File: src/hw/rtl/pee_pkg.sv
// Package of the postfix evaluator: widths, character codes, status codes
// and the request and response types of the divider. No dependencies.
`timescale 1ns / 1ps
`default_nettype none

package pee_pkg;

	localparam int PEE_STACK_DEPTH = 16;
	localparam int DATA_W = 32;

	localparam logic [7:0] CH_PLUS    = 8'h2B;
	localparam logic [7:0] CH_MINUS   = 8'h2D;
	localparam logic [7:0] CH_STAR    = 8'h2A;
	localparam logic [7:0] CH_SLASH   = 8'h2F;
	localparam logic [7:0] CH_PERCENT = 8'h25;
	localparam logic [7:0] CH_SPACE   = 8'h20;
	localparam logic [7:0] CH_ZERO    = 8'h30;
	localparam logic [7:0] CH_LPAREN  = 8'h28;
	localparam logic [7:0] CH_RPAREN  = 8'h29;

	localparam logic [2:0] ST_OK        = 3'd0;
	localparam logic [2:0] ST_UNDERFLOW = 3'd1;
	localparam logic [2:0] ST_OVERFLOW  = 3'd2;
	localparam logic [2:0] ST_DIVZERO   = 3'd3;
	localparam logic [2:0] ST_PAREN     = 3'd4;

	typedef struct packed {
		logic              start;
		logic              want_rem;
		logic [DATA_W-1:0] dividend;
		logic [DATA_W-1:0] divisor;
	} div_req_t;

	typedef struct packed {
		logic              done;
		logic [DATA_W-1:0] value;
	} div_rsp_t;

endpackage

`default_nettype wire

File: src/hw/rtl/pee_div.sv
// Iterative radix-2 signed divider, one quotient bit per cycle.
// Depends on pee_pkg for the request and response types.
`timescale 1ns / 1ps
`default_nettype none

module pee_div (
	input  wire logic              clk,
	input  wire logic              arst_n,
	input  pee_pkg::div_req_t      req,
	output pee_pkg::div_rsp_t      rsp
);

	localparam int W = pee_pkg::DATA_W;
	localparam int CNT_W = $clog2(W);

	logic [W-1:0]     rem_q;
	logic [W-1:0]     quo_q;
	logic [W-1:0]     dvs_q;
	logic [CNT_W-1:0] cnt_q;
	logic             busy_q;
	logic             done_q;
	logic             qneg_q;
	logic             rneg_q;
	logic             want_rem_q;

	logic [W:0]   shifted;
	logic [W:0]   diff;
	logic [W-1:0] dvd_abs;
	logic [W-1:0] dvs_abs;

	assign dvd_abs = req.dividend[W-1] ? (~req.dividend + W'(1)) : req.dividend;
	assign dvs_abs = req.divisor[W-1]  ? (~req.divisor + W'(1))  : req.divisor;
	assign shifted = {rem_q, quo_q[W-1]};
	assign diff    = shifted - {1'b0, dvs_q};

	always_ff @(posedge clk or negedge arst_n) begin
		if (!arst_n) begin
			busy_q <= 1'b0;
			done_q <= 1'b0;
			cnt_q  <= '0;
		end else begin
			done_q <= 1'b0;
			if (req.start) begin
				busy_q <= 1'b1;
				cnt_q  <= '0;
			end else if (busy_q) begin
				cnt_q <= cnt_q + CNT_W'(1);
				if (cnt_q == CNT_W'(W - 1)) begin
					busy_q <= 1'b0;
					done_q <= 1'b1;
				end
			end
		end
	end

	always_ff @(posedge clk) begin
		if (req.start) begin
			rem_q      <= '0;
			quo_q      <= dvd_abs;
			dvs_q      <= dvs_abs;
			qneg_q     <= req.dividend[W-1] ^ req.divisor[W-1];
			rneg_q     <= req.dividend[W-1];
			want_rem_q <= req.want_rem;
		end else if (busy_q) begin
			if (!diff[W]) begin
				rem_q <= diff[W-1:0];
				quo_q <= {quo_q[W-2:0], 1'b1};
			end else begin
				rem_q <= shifted[W-1:0];
				quo_q <= {quo_q[W-2:0], 1'b0};
			end
		end
	end

	always_comb begin
		rsp.done = done_q;
		if (want_rem_q) begin
			rsp.value = rneg_q ? (~rem_q + W'(1)) : rem_q;
		end else begin
			rsp.value = qneg_q ? (~quo_q + W'(1)) : quo_q;
		end
	end

endmodule

`default_nettype wire

File: src/hw/rtl/postfix_expression_evaluator_unit.sv
// Postfix expression evaluator: operand stack memory, sequencer and shared ALU.
// Depends on pee_pkg and pee_div.
//
//   channel   direction  handshake             payload
//   sym       in         sym_valid/sym_stall   symbol_char
//   res       out        res_valid/res_stall   result_value, status
//
// Operand and parenthesis characters, characters ignored after an error and an
// operator short of operands are taken in S_IDLE alone; + - * pass through S_RDA
// and S_EXEC; / and % then wait in S_DIV for the radix-2 divider unless b is zero.
// A space leads to S_EMIT, which waits for res_stall to drop while a result is held.
// Reset clears the stack count, the error and the output valid; no sweep.
// A pending result waits in the output register while the next item is taken.
`timescale 1ns / 1ps
`default_nettype none

module postfix_expression_evaluator_unit #(
	parameter int STACK_DEPTH = pee_pkg::PEE_STACK_DEPTH
) (
	input  wire logic               clk,
	input  wire logic               arst_n,
	input  wire logic               sym_valid,
	output logic                    sym_stall,
	input  wire logic [7:0]         symbol_char,
	output logic                    res_valid,
	input  wire logic               res_stall,
	output logic signed [31:0]      result_value,
	output logic [2:0]              status
);

	localparam int W  = pee_pkg::DATA_W;
	localparam int CW = $clog2(STACK_DEPTH + 1);
	localparam int AW = $clog2(STACK_DEPTH);

	typedef enum logic [5:0] {
		S_IDLE = 6'b000001,
		S_SPC  = 6'b000010,
		S_RDA  = 6'b000100,
		S_EXEC = 6'b001000,
		S_DIV  = 6'b010000,
		S_EMIT = 6'b100000
	} state_t;

	state_t        state_q;
	logic [CW-1:0] count_q;
	logic [2:0]    err_q;
	logic [7:0]    op_q;
	logic [W-1:0]  b_q;
	logic [W-1:0]  res_q;
	logic [2:0]    st_q;
	logic [W-1:0]  rdata_q;
	logic [W-1:0]  mem_q [STACK_DEPTH];

	logic          accept;
	logic          is_space;
	logic          is_paren;
	logic          is_op;
	logic          is_divmod;
	logic [CW-1:0] top_cnt;
	logic [CW-1:0] sec_cnt;
	logic [AW-1:0] rd_addr;
	logic          wr_en;
	logic [AW-1:0] wr_addr;
	logic [W-1:0]  wr_data;
	logic [W-1:0]  alu_out;
	logic          push_ok;
	logic          emit_load;

	pee_pkg::div_req_t div_req;
	pee_pkg::div_rsp_t div_rsp;

	assign sym_stall = (state_q != S_IDLE);
	assign accept    = sym_valid && !sym_stall;

	assign is_space = (symbol_char == pee_pkg::CH_SPACE);
	assign is_paren = (symbol_char == pee_pkg::CH_LPAREN) || (symbol_char == pee_pkg::CH_RPAREN);
	assign is_op    = (symbol_char == pee_pkg::CH_PLUS) || (symbol_char == pee_pkg::CH_MINUS) ||
	                  (symbol_char == pee_pkg::CH_STAR) || (symbol_char == pee_pkg::CH_SLASH) ||
	                  (symbol_char == pee_pkg::CH_PERCENT);
	assign is_divmod = (op_q == pee_pkg::CH_SLASH) || (op_q == pee_pkg::CH_PERCENT);

	assign top_cnt = count_q - CW'(1);
	assign sec_cnt = count_q - CW'(2);
	assign rd_addr = (state_q == S_RDA) ? sec_cnt[AW-1:0] : top_cnt[AW-1:0];

	assign push_ok = accept && !is_space && (err_q == pee_pkg::ST_OK) && !is_paren && !is_op &&
	                 (count_q < CW'(STACK_DEPTH));

	always_comb begin
		case (op_q)
			pee_pkg::CH_PLUS:  alu_out = rdata_q + b_q;
			pee_pkg::CH_MINUS: alu_out = rdata_q - b_q;
			default:           alu_out = W'(rdata_q * b_q);
		endcase
	end

	always_comb begin
		wr_en   = 1'b0;
		wr_addr = sec_cnt[AW-1:0];
		wr_data = alu_out;
		case (state_q)
			S_IDLE: begin
				wr_en   = push_ok;
				wr_addr = count_q[AW-1:0];
				wr_data = {{(W-8){1'b0}}, symbol_char} - {{(W-8){1'b0}}, pee_pkg::CH_ZERO};
			end
			S_EXEC: begin
				wr_en = !is_divmod;
			end
			S_DIV: begin
				wr_en   = div_rsp.done;
				wr_data = div_rsp.value;
			end
			default: begin
				wr_en = 1'b0;
			end
		endcase
	end

	always_comb begin
		div_req.start    = (state_q == S_EXEC) && is_divmod && (b_q != '0);
		div_req.want_rem = (op_q == pee_pkg::CH_PERCENT);
		div_req.dividend = rdata_q;
		div_req.divisor  = b_q;
	end

	pee_div u_div (
		.clk    (clk),
		.arst_n (arst_n),
		.req    (div_req),
		.rsp    (div_rsp)
	);

	always_ff @(posedge clk) begin
		if (wr_en) begin
			mem_q[wr_addr] <= wr_data;
		end
		rdata_q <= mem_q[rd_addr];
	end

	always_ff @(posedge clk or negedge arst_n) begin
		if (!arst_n) begin
			state_q <= S_IDLE;
			count_q <= '0;
			err_q   <= pee_pkg::ST_OK;
			op_q    <= '0;
			b_q     <= '0;
			res_q   <= '0;
			st_q    <= pee_pkg::ST_OK;
		end else begin
			case (state_q)
				S_IDLE: begin
					if (accept) begin
						if (is_space) begin
							if (err_q != pee_pkg::ST_OK) begin
								res_q   <= '0;
								st_q    <= err_q;
								count_q <= '0;
								err_q   <= pee_pkg::ST_OK;
								state_q <= S_EMIT;
							end else if (count_q == '0) begin
								res_q   <= '0;
								st_q    <= pee_pkg::ST_UNDERFLOW;
								state_q <= S_EMIT;
							end else begin
								state_q <= S_SPC;
							end
						end else if (err_q != pee_pkg::ST_OK) begin
							err_q <= err_q;
						end else if (is_paren) begin
							err_q <= pee_pkg::ST_PAREN;
						end else if (is_op) begin
							if (count_q < CW'(2)) begin
								err_q <= pee_pkg::ST_UNDERFLOW;
							end else begin
								op_q    <= symbol_char;
								state_q <= S_RDA;
							end
						end else if (push_ok) begin
							count_q <= count_q + CW'(1);
						end else begin
							err_q <= pee_pkg::ST_OVERFLOW;
						end
					end
				end
				S_SPC: begin
					res_q   <= rdata_q;
					st_q    <= pee_pkg::ST_OK;
					count_q <= '0;
					state_q <= S_EMIT;
				end
				S_RDA: begin
					b_q     <= rdata_q;
					state_q <= S_EXEC;
				end
				S_EXEC: begin
					if (is_divmod && (b_q == '0)) begin
						err_q   <= pee_pkg::ST_DIVZERO;
						state_q <= S_IDLE;
					end else if (is_divmod) begin
						state_q <= S_DIV;
					end else begin
						count_q <= count_q - CW'(1);
						state_q <= S_IDLE;
					end
				end
				S_DIV: begin
					if (div_rsp.done) begin
						count_q <= count_q - CW'(1);
						state_q <= S_IDLE;
					end
				end
				S_EMIT: begin
					if (emit_load) begin
						state_q <= S_IDLE;
					end
				end
				default: begin
					state_q <= S_IDLE;
				end
			endcase
		end
	end

	assign emit_load = (state_q == S_EMIT) && (!res_valid || !res_stall);

	always_ff @(posedge clk or negedge arst_n) begin
		if (!arst_n) begin
			res_valid <= 1'b0;
		end else if (emit_load) begin
			res_valid <= 1'b1;
		end else if (!res_stall) begin
			res_valid <= 1'b0;
		end
	end

	always_ff @(posedge clk) begin
		if (emit_load) begin
			result_value <= res_q;
			status       <= st_q;
		end
	end

endmodule

`default_nettype wire

File: config.mk
export PLATFORM = sky130hd
export DESIGN_NAME = postfix_expression_evaluator_unit
export DESIGN_NICKNAME = d
export VERILOG_FILES = /design/src/hw/rtl/pee_pkg.sv /design/src/hw/rtl/pee_div.sv /design/src/hw/rtl/postfix_expression_evaluator_unit.sv
export SDC_FILE = /design/constraint.sdc
export NUM_CORES = 2
export LEC_CHECK = 0
export BUFFER_PORTS_ARGS = -buffer_cell sky130_fd_sc_hd__buf_2
export CELL_PAD_IN_SITES_DETAIL_PLACEMENT = 0
export CELL_PAD_IN_SITES_GLOBAL_PLACEMENT = 1
export CORE_ASPECT_RATIO = 1.5
export CORE_UTILIZATION = 50
export CTS_CLUSTER_DIAMETER = 100
export CTS_CLUSTER_SIZE = 30
export DETAILED_ROUTE_END_ITERATION = 12
export GPL_TIMING_DRIVEN = 0
export PLACE_DENSITY = 0.89
export SYNTH_ARGS = -nofsm -noshare
export SYNTH_HDL_FRONTEND = slang
export SYNTH_SLANG_ARGS = --single-unit
File: constraint.sdc
create_clock -name clk -period 23.3 [get_ports clk]
set_input_delay 2.33 -clock clk [delete_from_list [all_inputs] [get_ports clk]]
set_output_delay 2.33 -clock clk [all_outputs]
set_load 0.05 [all_outputs]
## Yosys cells after proc, flatten, opt, wreduce, memory -nomap -nowiden

Memory sizes are Yosys's and may differ from the RTL's. A register that Yosys moved wholly into a read port is not among the register bits.
Cells that the tools add are included.

| storage, ports and cells | value |
|---|---|
| flip-flop bits (word level) | 231 |
| RAM bits | 512 |
| input bits | 12 |
| memories kept | 1 |
| latch bits | 0 |
| memory bits (read-only) | 0 |

| cells by class | value |
|---|---|
| multiplexer cells | 70 |
| div/mod/pow operators | 0 |
| shift-type cells | 0 |
| bitwise operators | 9 |
| add/subtract/negate cells | 12 |
| equal/unequal tests | 38 |
| multiply operators | 1 |
| reduce and logical (&&, ||, !) cells | 38 |
| $lt $le $gt $ge | 2 |

Memories:

| memory | depth | width | read ports | clocked after memory_dff | write ports | line | text |
|---|---|---|---|---|---|---|---|
| mem_q | 16 | 32 | 1 | 1 | 1 | postfix_expression_evaluator_unit.sv:52 | `logic [W-1:0] mem_q [STACK_DEPTH];` |

Operators by type and width:

| cell | number |
|---|---|
| 2-to-1 mux 32 bit | 11 |
| one-hot mux 32 bit (2 select lines) | 3 |
| adder 32 x 1 -> 32 bit (second input constant) | 4 |
| NOT 32 bit | 4 |
| == test 8 x 6 -> 1 bit (second input constant) | 12 |
| 2-to-1 mux 5 bit | 14 |
| 2-to-1 mux 6 bit | 10 |
| 2-to-1 mux 3 bit | 13 |
| one-hot mux 6 bit (6 select lines) | 1 |
| subtractor 33 x 32 -> 33 bit | 1 |
| adder 32 bit | 1 |
| logical NOT 32 bit | 1 |
| multiplier 32 x 32 -> 32 bit | 1 |
| nonzero test 32 bit | 1 |
| subtractor 32 bit | 1 |
| 2-to-1 mux 31 bit | 1 |
| inequality test 3 bit (second input constant) | 8 |
| AND reduction 7 bit | 3 |
| one-hot mux 5 bit (4 select lines) | 1 |
| one-hot mux 3 bit (2 select lines) | 2 |
| 2-to-1 mux 1 bit | 11 |
| adder 5 x 1 -> 5 bit (second input constant) | 2 |
| logical AND 1 bit | 10 |
| inequality test 2 bit (second input constant) | 5 |
| other kinds (28) | 49 |

## Depth between registers and ports, before layout

| depth | value |
|---|---|
| depth in word-level cells | 15 |
| mapped depth | 28 |
| gate-level depth less buffers | 26 |

## Hierarchy

A second synthesis with hierarchy kept.

| unflattened totals | value |
|---|---|
| cells, all modules | 5013 |
| area total of the unflattened synthesis | 53049.6 µm² |

Modules (own cells, without submodules):

| module | cells each | instances | area each (µm²) | sequential area each (µm²) |
|---|---|---|---|---|
| postfix_expression_evaluator_unit | 4024 | 1 | 44442.6 | 19319.8 |
| pee_div | 989 | 1 | 8607.0 | 2827.7 |

## Worst setup path before layout

Ideal clock, no wire load.

| timing path | value |
|---|---|
| kind | register -> register |
| start | register b_q[7] |
| end | memory mem_q[0][24] in the netlist's numbering, data pin |
| setup time | 0.352 ns |
| data arrival time | 7.285 ns |
| required time | 22.948 ns |
| buffers on the path | 2 |
| path slack | 15.662 ns |
| cell stages (with the launch flop) | 25 |
| cells stage by stage | dfrtp_1 clkbuf_1 clkbuf_1 and2_1 fa_1 fa_1 fa_1 inv_1 fa_1 inv_1 fa_1 inv_1 fa_1 inv_1 fa_1 fa_1 ha_1 a21o_1 a21oi_1 nor3b_1 a221oi_1 a21oi_1 mux2_2 nor2_1 a311oi_1 |

| on the way | value |
|---|---|
| longest elaborated chain between the ends | 3 |

Ends and longest elaborated chain:

| element | line | text |
|---|---|---|
| start, declared | postfix_expression_evaluator_unit.sv:48 | `logic [W-1:0] b_q;` |
| start signal, assigned | postfix_expression_evaluator_unit.sv:193 | `b_q <= rdata_q;` |
| multiplier 32 x 32 -> 32 bit, or another cell as far along | postfix_expression_evaluator_unit.sv:93 | `default: alu_out = W'(rdata_q * b_q);` |
| one-hot mux 32 bit (2 select lines) * | postfix_expression_evaluator_unit.sv:90 | `case (op_q)` |
| one-hot mux 32 bit (2 select lines) * | postfix_expression_evaluator_unit.sv:101 | `case (state_q)` |
| named net wr_data[24] | postfix_expression_evaluator_unit.sv:64 | `logic [W-1:0] wr_data;` |
| end, declared | postfix_expression_evaluator_unit.sv:52 |  |

Mark *: on every way through the listed nets, which the timed path passes. The rest lies on a longest branch.

## Worst setup path after layout

| timing path | value |
|---|---|
| start | register rdata_q[6] (read register of mem_q) |
| end | memory mem_q[8][29] in the netlist's numbering, data pin |

| on the way | value |
|---|---|
| longest elaborated chain between the ends | 3 |

Ends and longest elaborated chain:

| element | line | text |
|---|---|---|
| start, declared | postfix_expression_evaluator_unit.sv:51 | `logic [W-1:0] rdata_q;` |
| multiplier 32 x 32 -> 32 bit, or another cell as far along | postfix_expression_evaluator_unit.sv:93 |  |
| one-hot mux 32 bit (2 select lines) * | postfix_expression_evaluator_unit.sv:90 |  |
| one-hot mux 32 bit (2 select lines) * | postfix_expression_evaluator_unit.sv:101 |  |
| named net wr_data[29] | postfix_expression_evaluator_unit.sv:64 |  |

Marks and branches as above.

==> metrics.txt <==
fin worst setup slack 12.31 ns; Die Height around 400 µm; largest delay contributor family on the critical path adder cells; setup TNS 0 ns; synth-to-layout area growth 7.029%; r2r endpoint mem_q[8][29]$_DFFE_PP_; fraction of layout cells with a size suffix above 1 0.07528; r2r setup slk 12.31 ns; syn_area_per_cell 11.62 µm²; initial DRC count approximately 4,000; asr flop ratio synth 0.1252; most used cell, CP fa_1; slowest stage delay, CP around 1.1 ns; initial antenna violation count 15; clk_skew approximately 0.046 ns; clk slew on worst S/H paths 0.12 ns; critical path's slowest cell a21oi_1; Clk Latency, worst-skew pair 0.67 ns; Top Ports 49; Worst Setup End Kind register; most frequent cells in the layout 614 x edfxtp_1, 512 x nand2_1, 440 x inv_1; Req. time, crit path ~24 ns; post-CTS setup buffers 0; CTS tree done; fin. max-slew vios 18; Slew headroom -0.05571; routed wire length roughly 180 mm; Peak Freq 0.09100 GHz; FP Rows 144; part of the cycle the worst path needs 0.4716; HPWL Detailed roughly 140 mm; H-tree levels 1; Bufs on Longest Clock Path 3; CP Launch Point rdata_q[6]$_DFF_P_; fin cells 6,027; synth warn 0; Multi-input gate area 27,500 µm²; die area 105,600 µm²; CP endpoint mem_q[8][29]$_DFFE_PP_; Synth Instances 4,487; WP data arrival between 10 and 15 ns; FILL cells 8,864; commonest non-fill, non-tap cell in the layout edfxtp_1; vias in the first global route roughly 38,000; Max Cap Viol 2; Routed Antenna Nets 0; Sink Count 775; Post-CTS Hold Fix Bufs 0; routed via count between 30,000 and 40,000; post-CTS sizing 0; failing checks capacitance limit, slew limit; startpoint types register; Routability Congestion roughly 1.0; Post-Syn Nets ~5,100; placed instance count 5,961; final hold violations 0; GR Util All Layers 0.3369; CTS Buf Count 30; Reg2Reg Launch Point rdata_q[6]$_DFF_P_; sequential share of the synthesized area 0.4246; Netlist cell types 82; Critical Path Stages 25; critical path class reg -> reg; post-layout min period 10.99 ns; IO buf count 48; Reg2Reg Depth 25; largest net degree at the start of global routing 63; flip-flop and latch area 22,150 µm²; first-pass GRT wire length 253.7 mm; Starting Density 0.5061; grt total ovfl 0; die width 265.7 µm; status complete, but fails checks; core region area 103,100 µm²; Critical path buffers and inverters 5; Post-synth EDFFs 614; Worst Hold Class reg -> reg; DR pass1 iterations 6; Finish-stage setup viols 0; FF+latch count, synth 775; worst-path fanout max 16; ys flop type edfxtp_1; Setup WS pre-CTS 12.41 ns; RSZ-0062 raised after global routing no; Slew @ Worst Pin 1.574 ns; root cell of the clock tree clkbuf_16; Mapped Area between 50,000 and 60,000 µm²; Nets 5,235; routed length per instance 29.15 µm; via/cell ratio slightly above 6; Remaining DRCs 0
[stage by stage]
step / instance area [µm²] / hold slack, ns / util
3_5_place_dp: 54810 / 0.4318 / 0.5319
4_1_cts: 55710 / 0.4588 / 0.5406
2_1_floorplan: 52160 / 0.4064 / -
6_report: 55820 / 0.4604 / 0.5416
5_1_grt: 55810 / 0.4674 / 0.5415
3_3_place_gp: 54130 / 0.4329 / 0.5252
[worst min path at each step]
stage	from	end	slack (ns)	depth (start not counted)
global placement	st_q[1]$_DFFE_PN0P_	status[1]$_DFFE_PP_	0.43	0
global route	res_q[12]$_DFFE_PN0P_	result_value[12]$_DFFE_PP_	0.47	0
detailed placement	res_q[2]$_DFFE_PN0P_	result_value[2]$_DFFE_PP_	0.43	0
CTS	res_q[4]$_DFFE_PN0P_	result_value[4]$_DFFE_PP_	0.46	0
floorplan	rdata_q[31]$_DFF_P_	u_div.rneg_q$_DFFE_PP_	0.41	0
finish	res_q[4]$_DFFE_PN0P_	result_value[4]$_DFFE_PP_	0.46	0
[per-layer routing]
metal  share of wire  wire length, µm  vias up  global-route usage
li1                -                -    15670                   -
met1            0.34            59020    18570              0.3808
met2            0.49            86940     1869              0.5747
met3           0.072            12620      577             0.04271
met4           0.097            17000       14              0.2710
met5         0.00061              108        -                   0
[worst register-to-register path: stages, from the launching register on]
cell       delay (ns)
dfxtp_1          0.64
clkbuf_1         0.98
clkbuf_1         0.86
nand2_1          0.19
fa_1             0.58
inv_1            0.06
fa_1             0.44
fa_1             0.50
inv_1            0.05
fa_1             0.47
inv_1            0.04
ha_1             0.26
ha_1             0.30
fa_1             0.56
fa_1             0.44
ha_1             0.38
a21o_1           0.24
a31o_2           0.21
a221o_1          0.37
o2111ai_1        0.32
a21oi_1          0.16
o31ai_1          0.77
a21boi_0         0.24
xor2_1           0.35
a21oi_1          0.12
a21oi_1          1.05
[cells by family after synthesis]
family                     Yosys count  synth area share
and+or+nand+nor                   1228            0.1173
DFF                                775            0.4246
buffers and inverters              708           0.05163
AOI/OAI and AO/OA                  678           0.08341
adders and majority gates          611            0.2056
xor gates and xnor gates           290           0.04870
muxes                              197           0.06871
[layout make-up]
class / instances / area share
antenna: 4 / 0.0001793
buffer: 265 / 0.01847
clock buffer: 52 / 0.01531
clock inverter: 4 / 0.0008293
inverter: 443 / 0.02979
multi-input combinational: 3004 / 0.4926
sequential: 775 / 0.3968
tap: 1387 / 0.03109
timing repair buffer: 93 / 0.01500
[cells in the mapped netlist, drive strengths merged (24+ instances only)]
cell type,n,area [µm²]
mux4,128,2883
nor2b,52,325.3
o31ai,44,330.3
mux2i,61,610.6
nand2,513,1926
dfxtp,64,1281
o21ai,191,955.9
clkbuf,222,833.3
a211oi,54,405.4
xor2,135,1182
dfrtp,96,2402
or3,24,160.2
inv,442,1659
nor2,133,499.2
fa,410,8208
and2,314,1964
nor3,42,236.5
a22o,31,271.5
a21oi,155,775.7
buf,43,196.4
a21o,31,232.7
xnor2,155,1358
ha,201,2515
edfxtp,614,18440
[sequential cells by signal, summed over array words and instances (netlist names), 3 cells and up]
register / flops
b_q: 32
count_q: 5
err_q: 3
mem_q: 512
op_q: 8
rdata_q: 32
res_q: 32
result_value: 32
st_q: 3
state_q: 6
status: 3
u_div.cnt_q: 5
u_div.dvs_q: 32
u_div.quo_q: 32
u_div.rem_q: 32
Power is not shown: default switching activity piles up to over one toggle a cycle in this logic, so the estimate is an artifact.
